## src/design/sha256_byte_stream_hasher_assert.svh

```systemverilog
// Assertion macros for the SHA-256 byte stream hasher.
`ifndef SHA256_BYTE_STREAM_HASHER_ASSERT_SVH
`define SHA256_BYTE_STREAM_HASHER_ASSERT_SVH
`ifndef SYNTH
// Assert that a condition implies another in the same cycle.
`define SHA_ASSERT_IMP(label, clk, rst_n, a, b) \
    label: assert property (@(posedge clk) disable iff (!rst_n) (a) |-> (b)) \
        else $error("assertion failed");
// Assert that a condition implies another in the next cycle.
`define SHA_ASSERT_NEXT(label, clk, rst_n, a, b) \
    label: assert property (@(posedge clk) disable iff (!rst_n) (a) |=> (b)) \
        else $error("assertion failed");
`else
`define SHA_ASSERT_IMP(label, clk, rst_n, a, b)
`define SHA_ASSERT_NEXT(label, clk, rst_n, a, b)
`endif
`endif

```

## src/design/sha_pkg.sv

```systemverilog
// Shared types, constants and functions of the SHA-256 byte stream hasher.
package sha_pkg;

    localparam int QueueDepth = 4;
    localparam int QueuePtrW = 2;

    // Command codes passed from the front end to the hash engine.
    typedef enum logic [1:0] {
        CMD_BYTE = 2'b01,
        CMD_FINISH = 2'b10
    } cmd_t;

    typedef struct packed {
        cmd_t cmd;
        logic [7:0] data;
    } qitem_t;

    // Status from the queue to the hash engine.
    typedef struct packed {
        logic valid;
        qitem_t item;
    } qhead_t;

    localparam logic [31:0] InitH [8] = '{
        32'h6a09e667, 32'hbb67ae85, 32'h3c6ef372, 32'ha54ff53a,
        32'h510e527f, 32'h9b05688c, 32'h1f83d9ab, 32'h5be0cd19
    };

    localparam logic [31:0] RoundK [64] = '{
        32'h428a2f98, 32'h71374491, 32'hb5c0fbcf, 32'he9b5dba5,
        32'h3956c25b, 32'h59f111f1, 32'h923f82a4, 32'hab1c5ed5,
        32'hd807aa98, 32'h12835b01, 32'h243185be, 32'h550c7dc3,
        32'h72be5d74, 32'h80deb1fe, 32'h9bdc06a7, 32'hc19bf174,
        32'he49b69c1, 32'hefbe4786, 32'h0fc19dc6, 32'h240ca1cc,
        32'h2de92c6f, 32'h4a7484aa, 32'h5cb0a9dc, 32'h76f988da,
        32'h983e5152, 32'ha831c66d, 32'hb00327c8, 32'hbf597fc7,
        32'hc6e00bf3, 32'hd5a79147, 32'h06ca6351, 32'h14292967,
        32'h27b70a85, 32'h2e1b2138, 32'h4d2c6dfc, 32'h53380d13,
        32'h650a7354, 32'h766a0abb, 32'h81c2c92e, 32'h92722c85,
        32'ha2bfe8a1, 32'ha81a664b, 32'hc24b8b70, 32'hc76c51a3,
        32'hd192e819, 32'hd6990624, 32'hf40e3585, 32'h106aa070,
        32'h19a4c116, 32'h1e376c08, 32'h2748774c, 32'h34b0bcb5,
        32'h391c0cb3, 32'h4ed8aa4a, 32'h5b9cca4f, 32'h682e6ff3,
        32'h748f82ee, 32'h78a5636f, 32'h84c87814, 32'h8cc70208,
        32'h90befffa, 32'ha4506ceb, 32'hbef9a3f7, 32'hc67178f2
    };

    function automatic logic [31:0] ror(input logic [31:0] x, input int n);
        ror = (x >> n) | (x << (32 - n));
    endfunction

endpackage

```

## src/design/sha_front.sv

```systemverilog
// Front end: accepts items, classifies them and queues them for the engine.
module sha_front (
    input  logic clk,
    input  logic rst_n,
    input  logic valid,
    output logic stall,
    input  logic kind,
    input  logic [7:0] data_byte,
    input  logic pop,
    output sha_pkg::qhead_t head
);
    import sha_pkg::*;

    qitem_t mem_reg [QueueDepth];
    logic [QueuePtrW-1:0] wr_reg, wr_next, rd_reg, rd_next;
    logic [QueuePtrW:0] cnt_reg, cnt_next;
    logic push;
    qitem_t item;

    // Classify the incoming item.
    always_comb
    begin
        item.cmd = kind ? CMD_FINISH : CMD_BYTE;
        item.data = data_byte;
    end

    assign stall = (cnt_reg == (QueuePtrW+1)'(QueueDepth));
    assign push = valid && !stall;
    assign head.valid = (cnt_reg != '0);
    assign head.item = mem_reg[rd_reg];

    // Pointer and count updates.
    always_comb
    begin
        wr_next = push ? wr_reg + 1'b1 : wr_reg;
        rd_next = (pop && head.valid) ? rd_reg + 1'b1 : rd_reg;
        cnt_next = cnt_reg + (QueuePtrW+1)'(push) - (QueuePtrW+1)'(pop && head.valid);
    end

    always_ff @(posedge clk or negedge rst_n)
    begin
        if (!rst_n)
        begin
            wr_reg <= '0;
            rd_reg <= '0;
            cnt_reg <= '0;
        end
        else
        begin
            wr_reg <= wr_next;
            rd_reg <= rd_next;
            cnt_reg <= cnt_next;
        end
    end

    // Queue storage.
    always_ff @(posedge clk)
    begin
        if (push)
        begin
            mem_reg[wr_reg] <= item;
        end
    end
endmodule

```

## src/design/sha_engine.sv

```systemverilog
// Hash engine: packs bytes, pads, and runs the compression one round a cycle.
module sha_engine (
    input  logic clk,
    input  logic rst_n,
    input  sha_pkg::qhead_t head,
    output logic pop,
    output logic out_valid,
    input  logic out_stall,
    output logic [255:0] digest
);
    import sha_pkg::*;

    typedef enum logic [4:0] {
        ST_IDLE  = 5'b00001,
        ST_PAD   = 5'b00010,
        ST_ROUND = 5'b00100,
        ST_ADD   = 5'b01000,
        ST_OUT   = 5'b10000
    } state_t;

    state_t state_reg, state_next;
    logic [31:0] w_reg [16];
    logic [31:0] h_reg [8];
    logic [31:0] v_reg [8];
    logic [5:0] fill_reg;
    logic [63:0] bits_reg;
    logic [5:0] rnd_reg;
    logic fin_reg;
    logic last_reg;
    logic len_reg;
    logic [31:0] s0, s1, wnew, t1, t2, wcur;
    logic [31:0] e, a;
    logic [1:0] bsel;
    logic [3:0] widx;
    logic [31:0] bval;

    assign wcur = w_reg[0];
    assign e = v_reg[4];
    assign a = v_reg[0];
    assign s0 = ror(w_reg[1], 7) ^ ror(w_reg[1], 18) ^ (w_reg[1] >> 3);
    assign s1 = ror(w_reg[14], 17) ^ ror(w_reg[14], 19) ^ (w_reg[14] >> 10);
    assign wnew = s1 + w_reg[9] + s0 + w_reg[0];
    assign t1 = v_reg[7] + (ror(e, 6) ^ ror(e, 11) ^ ror(e, 25))
              + ((e & v_reg[5]) ^ (~e & v_reg[6])) + RoundK[rnd_reg] + wcur;
    assign t2 = (ror(a, 2) ^ ror(a, 13) ^ ror(a, 22))
              + ((a & v_reg[1]) ^ (a & v_reg[2]) ^ (v_reg[1] & v_reg[2]));

    assign widx = fill_reg[5:2];
    assign bsel = fill_reg[1:0];
    assign bval = (fin_reg ? ((fill_reg == '0) && last_reg ? 32'h0 : 32'h0)
                           : {24'h0, head.item.data}) << ({3'd3 - {1'b0, bsel}, 3'b000});

    assign pop = (state_reg == ST_IDLE) && head.valid;
    assign out_valid = (state_reg == ST_OUT);

    // Control state.
    always_ff @(posedge clk or negedge rst_n)
    begin
        if (!rst_n)
        begin
            state_reg <= ST_IDLE;
            fill_reg <= '0;
            bits_reg <= '0;
            rnd_reg <= '0;
            fin_reg <= 1'b0;
            last_reg <= 1'b0;
            len_reg <= 1'b0;
            for (int i = 0; i < 8; i++)
            begin
                h_reg[i] <= InitH[i];
            end
        end
        else
        begin
            state_reg <= state_next;
            case (state_reg)
                ST_IDLE:
                begin
                    if (head.valid && head.item.cmd == CMD_BYTE)
                    begin
                        fill_reg <= fill_reg + 6'd1;
                        bits_reg <= bits_reg + 64'd8;
                        rnd_reg <= '0;
                    end
                    else if (head.valid)
                    begin
                        fin_reg <= 1'b1;
                        last_reg <= 1'b0;
                        len_reg <= 1'b0;
                    end
                end
                ST_PAD:
                begin
                    // The first pad step writes 0x80, the rest write zeros.
                    // The length goes in at byte 55, which closes the last block.
                    fill_reg <= (fill_reg == 6'd55) ? 6'd0 : fill_reg + 6'd1;
                    last_reg <= 1'b1;
                    rnd_reg <= '0;
                    if (fill_reg == 6'd55)
                    begin
                        len_reg <= 1'b1;
                    end
                end
                ST_ROUND:
                begin
                    rnd_reg <= rnd_reg + 6'd1;
                end
                ST_ADD:
                begin
                    for (int i = 0; i < 8; i++)
                    begin
                        h_reg[i] <= h_reg[i] + v_reg[i];
                    end
                end
                ST_OUT:
                begin
                    if (!out_stall)
                    begin
                        fin_reg <= 1'b0;
                        fill_reg <= '0;
                        bits_reg <= '0;
                        for (int i = 0; i < 8; i++)
                        begin
                            h_reg[i] <= InitH[i];
                        end
                    end
                end
                default:
                begin
                end
            endcase
        end
    end

    // Next state.
    always_comb
    begin
        state_next = state_reg;
        case (state_reg)
            ST_IDLE:
            begin
                if (head.valid && head.item.cmd == CMD_BYTE)
                begin
                    state_next = (fill_reg == 6'd63) ? ST_ROUND : ST_IDLE;
                end
                else if (head.valid)
                begin
                    state_next = ST_PAD;
                end
            end
            ST_PAD:
            begin
                if (fill_reg == 6'd63 || fill_reg == 6'd55)
                begin
                    state_next = ST_ROUND;
                end
            end
            ST_ROUND:
            begin
                if (rnd_reg == 6'd63)
                begin
                    state_next = ST_ADD;
                end
            end
            ST_ADD:
            begin
                if (!fin_reg)
                begin
                    state_next = ST_IDLE;
                end
                else if (len_reg)
                begin
                    state_next = ST_OUT;
                end
                else
                begin
                    state_next = ST_PAD;
                end
            end
            ST_OUT:
            begin
                if (!out_stall)
                begin
                    state_next = ST_IDLE;
                end
            end
            default:
            begin
                state_next = ST_IDLE;
            end
        endcase
    end

    // Datapath: message words and working variables.
    always_ff @(posedge clk)
    begin
        case (state_reg)
            ST_IDLE:
            begin
                if (head.valid && head.item.cmd == CMD_BYTE)
                begin
                    if (bsel == 2'd0)
                    begin
                        w_reg[widx] <= bval;
                    end
                    else
                    begin
                        w_reg[widx] <= w_reg[widx] | bval;
                    end
                end
                for (int i = 0; i < 8; i++)
                begin
                    v_reg[i] <= h_reg[i];
                end
            end
            ST_PAD:
            begin
                if (fill_reg == 6'd55 && fill_reg != 6'd63)
                begin
                    w_reg[14] <= bits_reg[63:32];
                    w_reg[15] <= bits_reg[31:0];
                end
                if (bsel == 2'd0)
                begin
                    w_reg[widx] <= last_reg ? 32'h0 : 32'h8000_0000;
                end
                else if (!last_reg)
                begin
                    w_reg[widx] <= w_reg[widx] | (32'h80 << ({3'd3 - {1'b0, bsel}, 3'b000}));
                end
                for (int i = 0; i < 8; i++)
                begin
                    v_reg[i] <= h_reg[i];
                end
            end
            ST_ROUND:
            begin
                for (int i = 0; i < 15; i++)
                begin
                    w_reg[i] <= w_reg[i+1];
                end
                w_reg[15] <= wnew;
                v_reg[7] <= v_reg[6];
                v_reg[6] <= v_reg[5];
                v_reg[5] <= v_reg[4];
                v_reg[4] <= v_reg[3] + t1;
                v_reg[3] <= v_reg[2];
                v_reg[2] <= v_reg[1];
                v_reg[1] <= v_reg[0];
                v_reg[0] <= t1 + t2;
            end
            default:
            begin
            end
        endcase
    end

    assign digest = {h_reg[0], h_reg[1], h_reg[2], h_reg[3],
                     h_reg[4], h_reg[5], h_reg[6], h_reg[7]};
endmodule

```

## src/design/sha256_byte_stream_hasher.sv

```systemverilog
// A byte is absorbed while the engine is idle; every 64th byte starts a compression.
// A finish pads the message, then runs one or two compressions.
// The engine takes no bytes while the single shared round unit compresses a block.
// A four-entry queue lets the input run ahead while the engine compresses.
// Reset: asynchronous, active low; state returns to the SHA-256 initial hash.
// Top level of the SHA-256 byte stream hasher.
`include "sha256_byte_stream_hasher_assert.svh"
module sha256_byte_stream_hasher (
    input  logic clk,
    input  logic rst_n,
    input  logic in_valid,
    output logic in_stall,
    input  logic kind,
    input  logic [7:0] data_byte,
    output logic out_valid,
    input  logic out_stall,
    output logic [63:0] digest_bits_255_192,
    output logic [63:0] digest_bits_191_128,
    output logic [63:0] digest_bits_127_64,
    output logic [63:0] digest_bits_63_0
);
    import sha_pkg::*;

    qhead_t head;
    logic pop;
    logic [255:0] digest;

    sha_front u_front (
        .clk(clk), .rst_n(rst_n), .valid(in_valid), .stall(in_stall),
        .kind(kind), .data_byte(data_byte), .pop(pop), .head(head)
    );

    sha_engine u_engine (
        .clk(clk), .rst_n(rst_n), .head(head), .pop(pop),
        .out_valid(out_valid), .out_stall(out_stall), .digest(digest)
    );

    assign digest_bits_255_192 = digest[255:192];
    assign digest_bits_191_128 = digest[191:128];
    assign digest_bits_127_64 = digest[127:64];
    assign digest_bits_63_0 = digest[63:0];

    // A stalled result must keep its digest.
    `SHA_ASSERT_NEXT(a_hold, clk, rst_n, out_valid && out_stall, $stable(digest))
    // The engine only pops a queue head that exists.
    `SHA_ASSERT_IMP(a_pop, clk, rst_n, pop, head.valid)
endmodule

```

## config.mk

```make
export PLATFORM = sky130hd
export DESIGN_NAME = sha256_byte_stream_hasher
export DESIGN_NICKNAME = d
export VERILOG_FILES = /design/src/design/sha_pkg.sv /design/src/design/sha_front.sv /design/src/design/sha_engine.sv /design/src/design/sha256_byte_stream_hasher.sv
export VERILOG_INCLUDE_DIRS = /design/src /design/src/design
export SDC_FILE = /design/constraint.sdc
export NUM_CORES = 2
export LEC_CHECK = 0
export BUFFER_PORTS_ARGS = -buffer_cell sky130_fd_sc_hd__buf_4
export CORE_UTILIZATION = 30
export CTS_CLUSTER_DIAMETER = 150
export DETAILED_ROUTE_END_ITERATION = 10
export PLACE_DENSITY_LB_ADDON = 0.1
export SYNTH_ARGS = -nofsm -noshare
export SYNTH_HDL_FRONTEND = slang
export SYNTH_SLANG_ARGS = --single-unit
```

## constraint.sdc

```tcl
create_clock -name clk -period 8.34 [get_ports clk]
set_clock_uncertainty 0.05 [all_clocks]
set_input_delay 1.251 -clock clk [delete_from_list [all_inputs] [get_ports clk]]
set_output_delay 1.251 -clock clk [all_outputs]
set_load 0.01 [all_outputs]
```

* Word-level counts from Yosys, hierarchy flattened
Memories as Yosys holds them, arrays and structs flattened.
Cells that the tools add are included.
** Word-level totals
- Bits in registers :: 347
- Latch bits :: 0
- Memory bits (writable) :: 808
- Memory bits (read-only) :: 2048
- Input bits :: 13
- Output and inout port bits :: 258
- Logic and storage cells :: 227
- Memories :: 4
** Memories
- (name not given) :: depth 64, width 32, read ports 1, clocked after Yosys merged registers in 0, write ports 0, RTL line sha_engine.sv:44 : + ((e & v_reg[5]) ^ (~e & v_reg[6])) + RoundK[rnd_reg] + wcur;
- u_engine.w_reg :: depth 16, width 32, read ports 17, clocked after Yosys merged registers in 0, write ports 16, RTL line sha_engine.sv:22 : logic [31:0] w_reg [16];
- u_engine.v_reg :: depth 8, width 32, read ports 8, clocked after Yosys merged registers in 0, write ports 8, RTL line sha_engine.sv:24 : logic [31:0] v_reg [8];
- u_front.mem_reg :: depth 4, width 10, read ports 1, clocked after Yosys merged registers in 0, write ports 1, RTL line sha_front.sv:14 : qitem_t mem_reg [QueueDepth];
** Operators by class
- $add $sub $neg :: 26
- $mul :: 0
- Divide/modulo/power cells :: 0
- $lt $le $gt $ge :: 1
- Eq/ne operators :: 19
- Shift operators :: 2
- Mux-type cells :: 83
- Bitwise logic cells :: 51
- Reductions and logical operators :: 23
** Operators with widths (count)
- 2-to-1 mux 32 bit :: 25
- adder 32 bit :: 18
- one-hot mux 256 bit (2 select lines) :: 1
- bitwise XOR 32 bit :: 9
- 2-to-1 mux 256 bit :: 1
- AND 32 bit :: 5
- 2-to-1 mux 64 bit :: 2
- one-hot mux 64 bit (2 select lines) :: 1
- adder 64 x 4 -> 64 bit, second input constant :: 1
- OR 32 bit :: 2
- one-hot mux 6 bit (3 select lines) :: 2
- 2-to-1 mux 5 bit :: 7
- 2-to-1 mux 1 bit :: 32
- NOT 32 bit :: 1
- OR 10 x 32 -> 32 bit :: 1
- OR 13 x 32 -> 32 bit :: 1
- OR 14 x 32 -> 32 bit :: 1
- OR 15 x 32 -> 32 bit :: 1
- OR 19 x 32 -> 32 bit :: 1
- OR 21 x 32 -> 32 bit :: 1
- OR 25 x 32 -> 32 bit :: 1
- OR 26 x 32 -> 32 bit :: 1
- OR 30 x 32 -> 32 bit :: 1
- OR 7 x 32 -> 32 bit :: 1
- other kinds (41) :: 88

* Depth between registers and ports, before layout
An unclocked memory read counts as a cell.
- Depth after elaboration :: 10
- Mapped depth :: 40
- Depth with buffers taken out :: 38

* Cells and area by module
Synthesis repeated with hierarchy kept, for this count alone.
** Second synthesis, totals
- Cells, all modules :: 7546
- Area total of the unflattened synthesis :: 77878.4 µm²
** By module, submodules not included
- sha_engine :: times used 1, cells each 7453, area an instance 75956.6 µm², seq. area each 31666.6 µm²
- sha_front :: times used 1, cells each 93, area an instance 1921.8 µm², seq. area each 1376.3 µm²

* Least setup slack after synthesis
No wires, ideal clock.
- Kind :: reg2reg
- From :: register u_engine.rnd_reg[2]
- To :: memory u_engine.v_reg[0][29] (data pin)
- Library setup time :: 0.267 ns
- Data arrival time :: 8.205 ns
- Required time :: 8.023 ns
- Slack :: -0.182 ns
- Cell stages (with the launch flop) :: 37
- Path buffers :: 3
- Period minus slack after synthesis :: 8.522 ns
- Cells stage by stage :: dfrtp_1 > clkbuf_1 > clkinv_1 > clkbuf_1 > clkbuf_1 > ha_1 > nor2_1 > o21ai_0 > o31ai_1 > mux4_2 > fa_1 > inv_1 > fa_1 > inv_1 > fa_1 > inv_1 > ha_1 > nor3_1 > o21ai_1 > a2111oi_2 > nor4_1 > o41ai_4 > o21bai_1 > a21oi_1 > xnor2_1 > fa_1 > ha_1 > a21o_1 > a21oi_1 > o21ai_0 > a21oi_1 > o21ai_1 > a2111oi_1 > o21ai_0 > a31oi_1 > xor2_1 > o21ai_0
** RTL lines
- from (decl) :: RTL line sha_engine.sv:27 : logic [5:0] rnd_reg;
- from (signal assigned) :: RTL line sha_engine.sv:106 : rnd_reg <= rnd_reg + 6'd1;
- to (decl) :: RTL line sha_engine.sv:24

==> flow_summary.ini <==
[clocking]
insertion_delay_ns = 0.86
h-tree-depth = 4
clkTransAtPathRegs_ns = 0.06
cts_buffers = 150
clockRootBuffer = clkbuf_16
cts_tree = done
numClockSinks = 1152
clockBufferDepth = 3

[place]
dp_hpwl_mm = 252.1
place_congestion = 0.9329
portBuffers = 270

[layout]
largest_register_ffs = 512
drive_above_1_share_pct = 18.87
multi_input_area_mm2 = 0.04359
nets = 9131
final_cell_mix = 1,787 x nand2_1, 825 x buf_4, 808 x edfxtp_1
final_common_cell = nand2_1
nFillCells = 26180
area_delta_synth_final_pct = 19.96
final_util_pct = 36.17
seq_area_mm2 = 0.03306

[worst_setup_path]
critPathLaunch = u_engine.rnd_reg[1]$_DFFE_PN0P_
crit_required_ns = 8.85
r2r_end = u_engine.v_reg[0][31]$_DFFE_PP_
critPathMostFrequentCell = fa_1
crit_arrival_ns = 8.81
reg2reg_slack_ns = 0.04
critPathCapture = u_engine.v_reg[0][31]$_DFFE_PP_
r2r_cells = 35
cpMaxStageDelayCell = mux4_2
cp_max_fo = 7
criticalPathCategory = reg2reg
end_kind = flip-flop
r2r-start = u_engine.rnd_reg[1]$_DFFE_PN0P_
slowest_delay_ns = 0.48
startpoint_type = flip-flop

[run]
max_cap_violations = 0

[floorplanning]
start_util_pct = 30.15
die_x_um = 512.5
die_area_mm2 = 0.2626
io-pin-count = 271
coreArea_mm2 = 0.2592
rows = 187
die_y_um = 512.5

[detailed_routing]
drtAntennaViolNets = 0
vias = 64390
vias_per_cell = 5.338
wl_per_cell_um = 27.88
drtIter0Drc = 5437
dr.pass1.iters = 5
drt_drc_violations_left = 0
routed_wl_mm = 336.3

[timing]
fin_crit_ns = 8.304
finalSetupViolCount = 0
tightestPinTransition_ns = 1.106
max_freq_ghz = 0.1204
slew_viol_final = 0
grt_setup_unrepaired = true
maxSlewHeadroom_pct = 26.28
finalHoldViolCount = 0
post-route-period-util_pct = 99.56

[run_status]
status = finished clean

[synth]
async_flop_share_pct = 29.86
netlist-cell-type-count = 110
syn_area_per_cell_um2 = 9.839
yosys_warnings = 0
synth-seq-cells = 1152
synth_area_mm2 = 0.07817
syn_nets = 8556
seq_area_frac_synth_pct = 42.27
synth_edf_count = 808
syn_inst = 7945
synth_flop_cell = edfxtp_1

[global_route]
grt_pass1_wl_mm = 479.0
overflow = 0
grt_usage_pct = 25.21
first_global_vias = 63180
antenna_found_initial = 9
grt_max_degree = 122

[worst_hold_path]
hold_class = in2async
-- worst min-delay path by stage --
stage,start,endpoint,slack [ns]
after global routing,rst_n,u_engine.digest[130]$_DFFE_PN0P_,0.26
after detailed placement,u_engine.digest[63]$_DFFE_PN0P_,u_engine.digest[63]$_DFFE_PN0P_,0.46
after CTS,rst_n,u_engine.digest[130]$_DFFE_PN0P_,0.23
after global placement,u_engine.digest[63]$_DFFE_PN0P_,u_engine.digest[63]$_DFFE_PN0P_,0.46
final,rst_n,u_engine.digest[134]$_DFFE_PN0P_,0.28
after floorplan,u_engine.last_reg$_DFFE_PN0P_,u_engine.last_reg$_DFFE_PN0P_,0.43
-- cell families after synthesis --
| kind of cell | Yosys count | share of synthesized area, % |
|---|---|---|
| fa+ha+maj | 625 | 11.80 |
| simple gates | 2781 | 15.06 |
| flops | 1152 | 42.27 |
| compound gates | 1813 | 14.63 |
| mux | 222 | 5.673 |
| buf+inv | 732 | 3.609 |
| xor+xnor | 620 | 6.966 |
-- worst max-delay path, delay by kind of cell, from the launching register on --
family / cells / cell delay (ns)
compound gates: 13 / 2.71
buf+inv: 6 / 0.68
simple gates: 5 / 0.72
fa+ha+maj: 7 / 2.44
mux: 1 / 0.48
flops: 1 / 0.46
xor+xnor: 3 / 0.47
-- timing repair --
action | 4_1_cts | 5_1_grt
hold endpoints to repair | 0 | 0
hold buffers | 0 | 0
pin swaps | 36 | 118
cloned | 0 | 0
setup endpoints to repair | 32 | 30
gates resized for setup | 84 | 154
buffers inserted | 10 | 24
-- cell usage after synthesis, types with 188 or more instances --
library cell / number / area, um^2
clkbuf_1: 338 / 1269
a21oi_1: 449 / 2247
inv_1: 290 / 1089
ha_1: 402 / 5030
edfxtp_1: 808 / 24260
xor2_1: 241 / 2111
o21ai_0: 572 / 2863
a21o_1: 188 / 1411
nor2_1: 389 / 1460
fa_1: 196 / 3924
dfrtp_1: 207 / 5180
nand2_1: 1794 / 6734
xnor2_1: 378 / 3311
-- per-stage QoR --
step | instance area, um^2 | hold WS (ns) | instances | setup WS [ns] | setup TNS (ns)
after floorplan | 78180 | 0.4259 | 7945 | 0.02658 | 0
final | 93770 | 0.2764 | 12060 | 0.03644 | 0
after global routing | 93750 | 0.2633 | 12050 | -0.3089 | -1.882
after CTS | 92820 | 0.2348 | 12030 | 0.0006963 | 0
after global placement | 87350 | 0.4581 | 11740 | -0.8769 | -13.13
after detailed placement | 87350 | 0.4561 | 11740 | -0.9464 | -15.15
-- routing by layer --
layer	global-route usage [%]	wire length, um	vias to the layer above
met3	3.020	15820	343
met2	40.77	156200	1798
met5	0	0	-
met1	35.30	154500	32850
li1	-	-	29400
met4	7.002	9824	0
-- layout make-up --
| type | count | area share, % |
|---|---|---|
| Tap cell | 3402 | 4.540 |
| Multi-Input combinational cell | 6061 | 46.49 |
| Timing Repair Buffer | 860 | 7.158 |
| Sequential cell | 1152 | 35.26 |
| Inverter | 295 | 1.184 |
| Clock inverter | 67 | 0.9114 |
| Clock buffer | 215 | 4.437 |
| Antenna cell | 10 | 0.02669 |
Power is left out: the tool's default activity adds up to more than one toggle a clock period on the data nets, which glitch-free logic cannot reach.
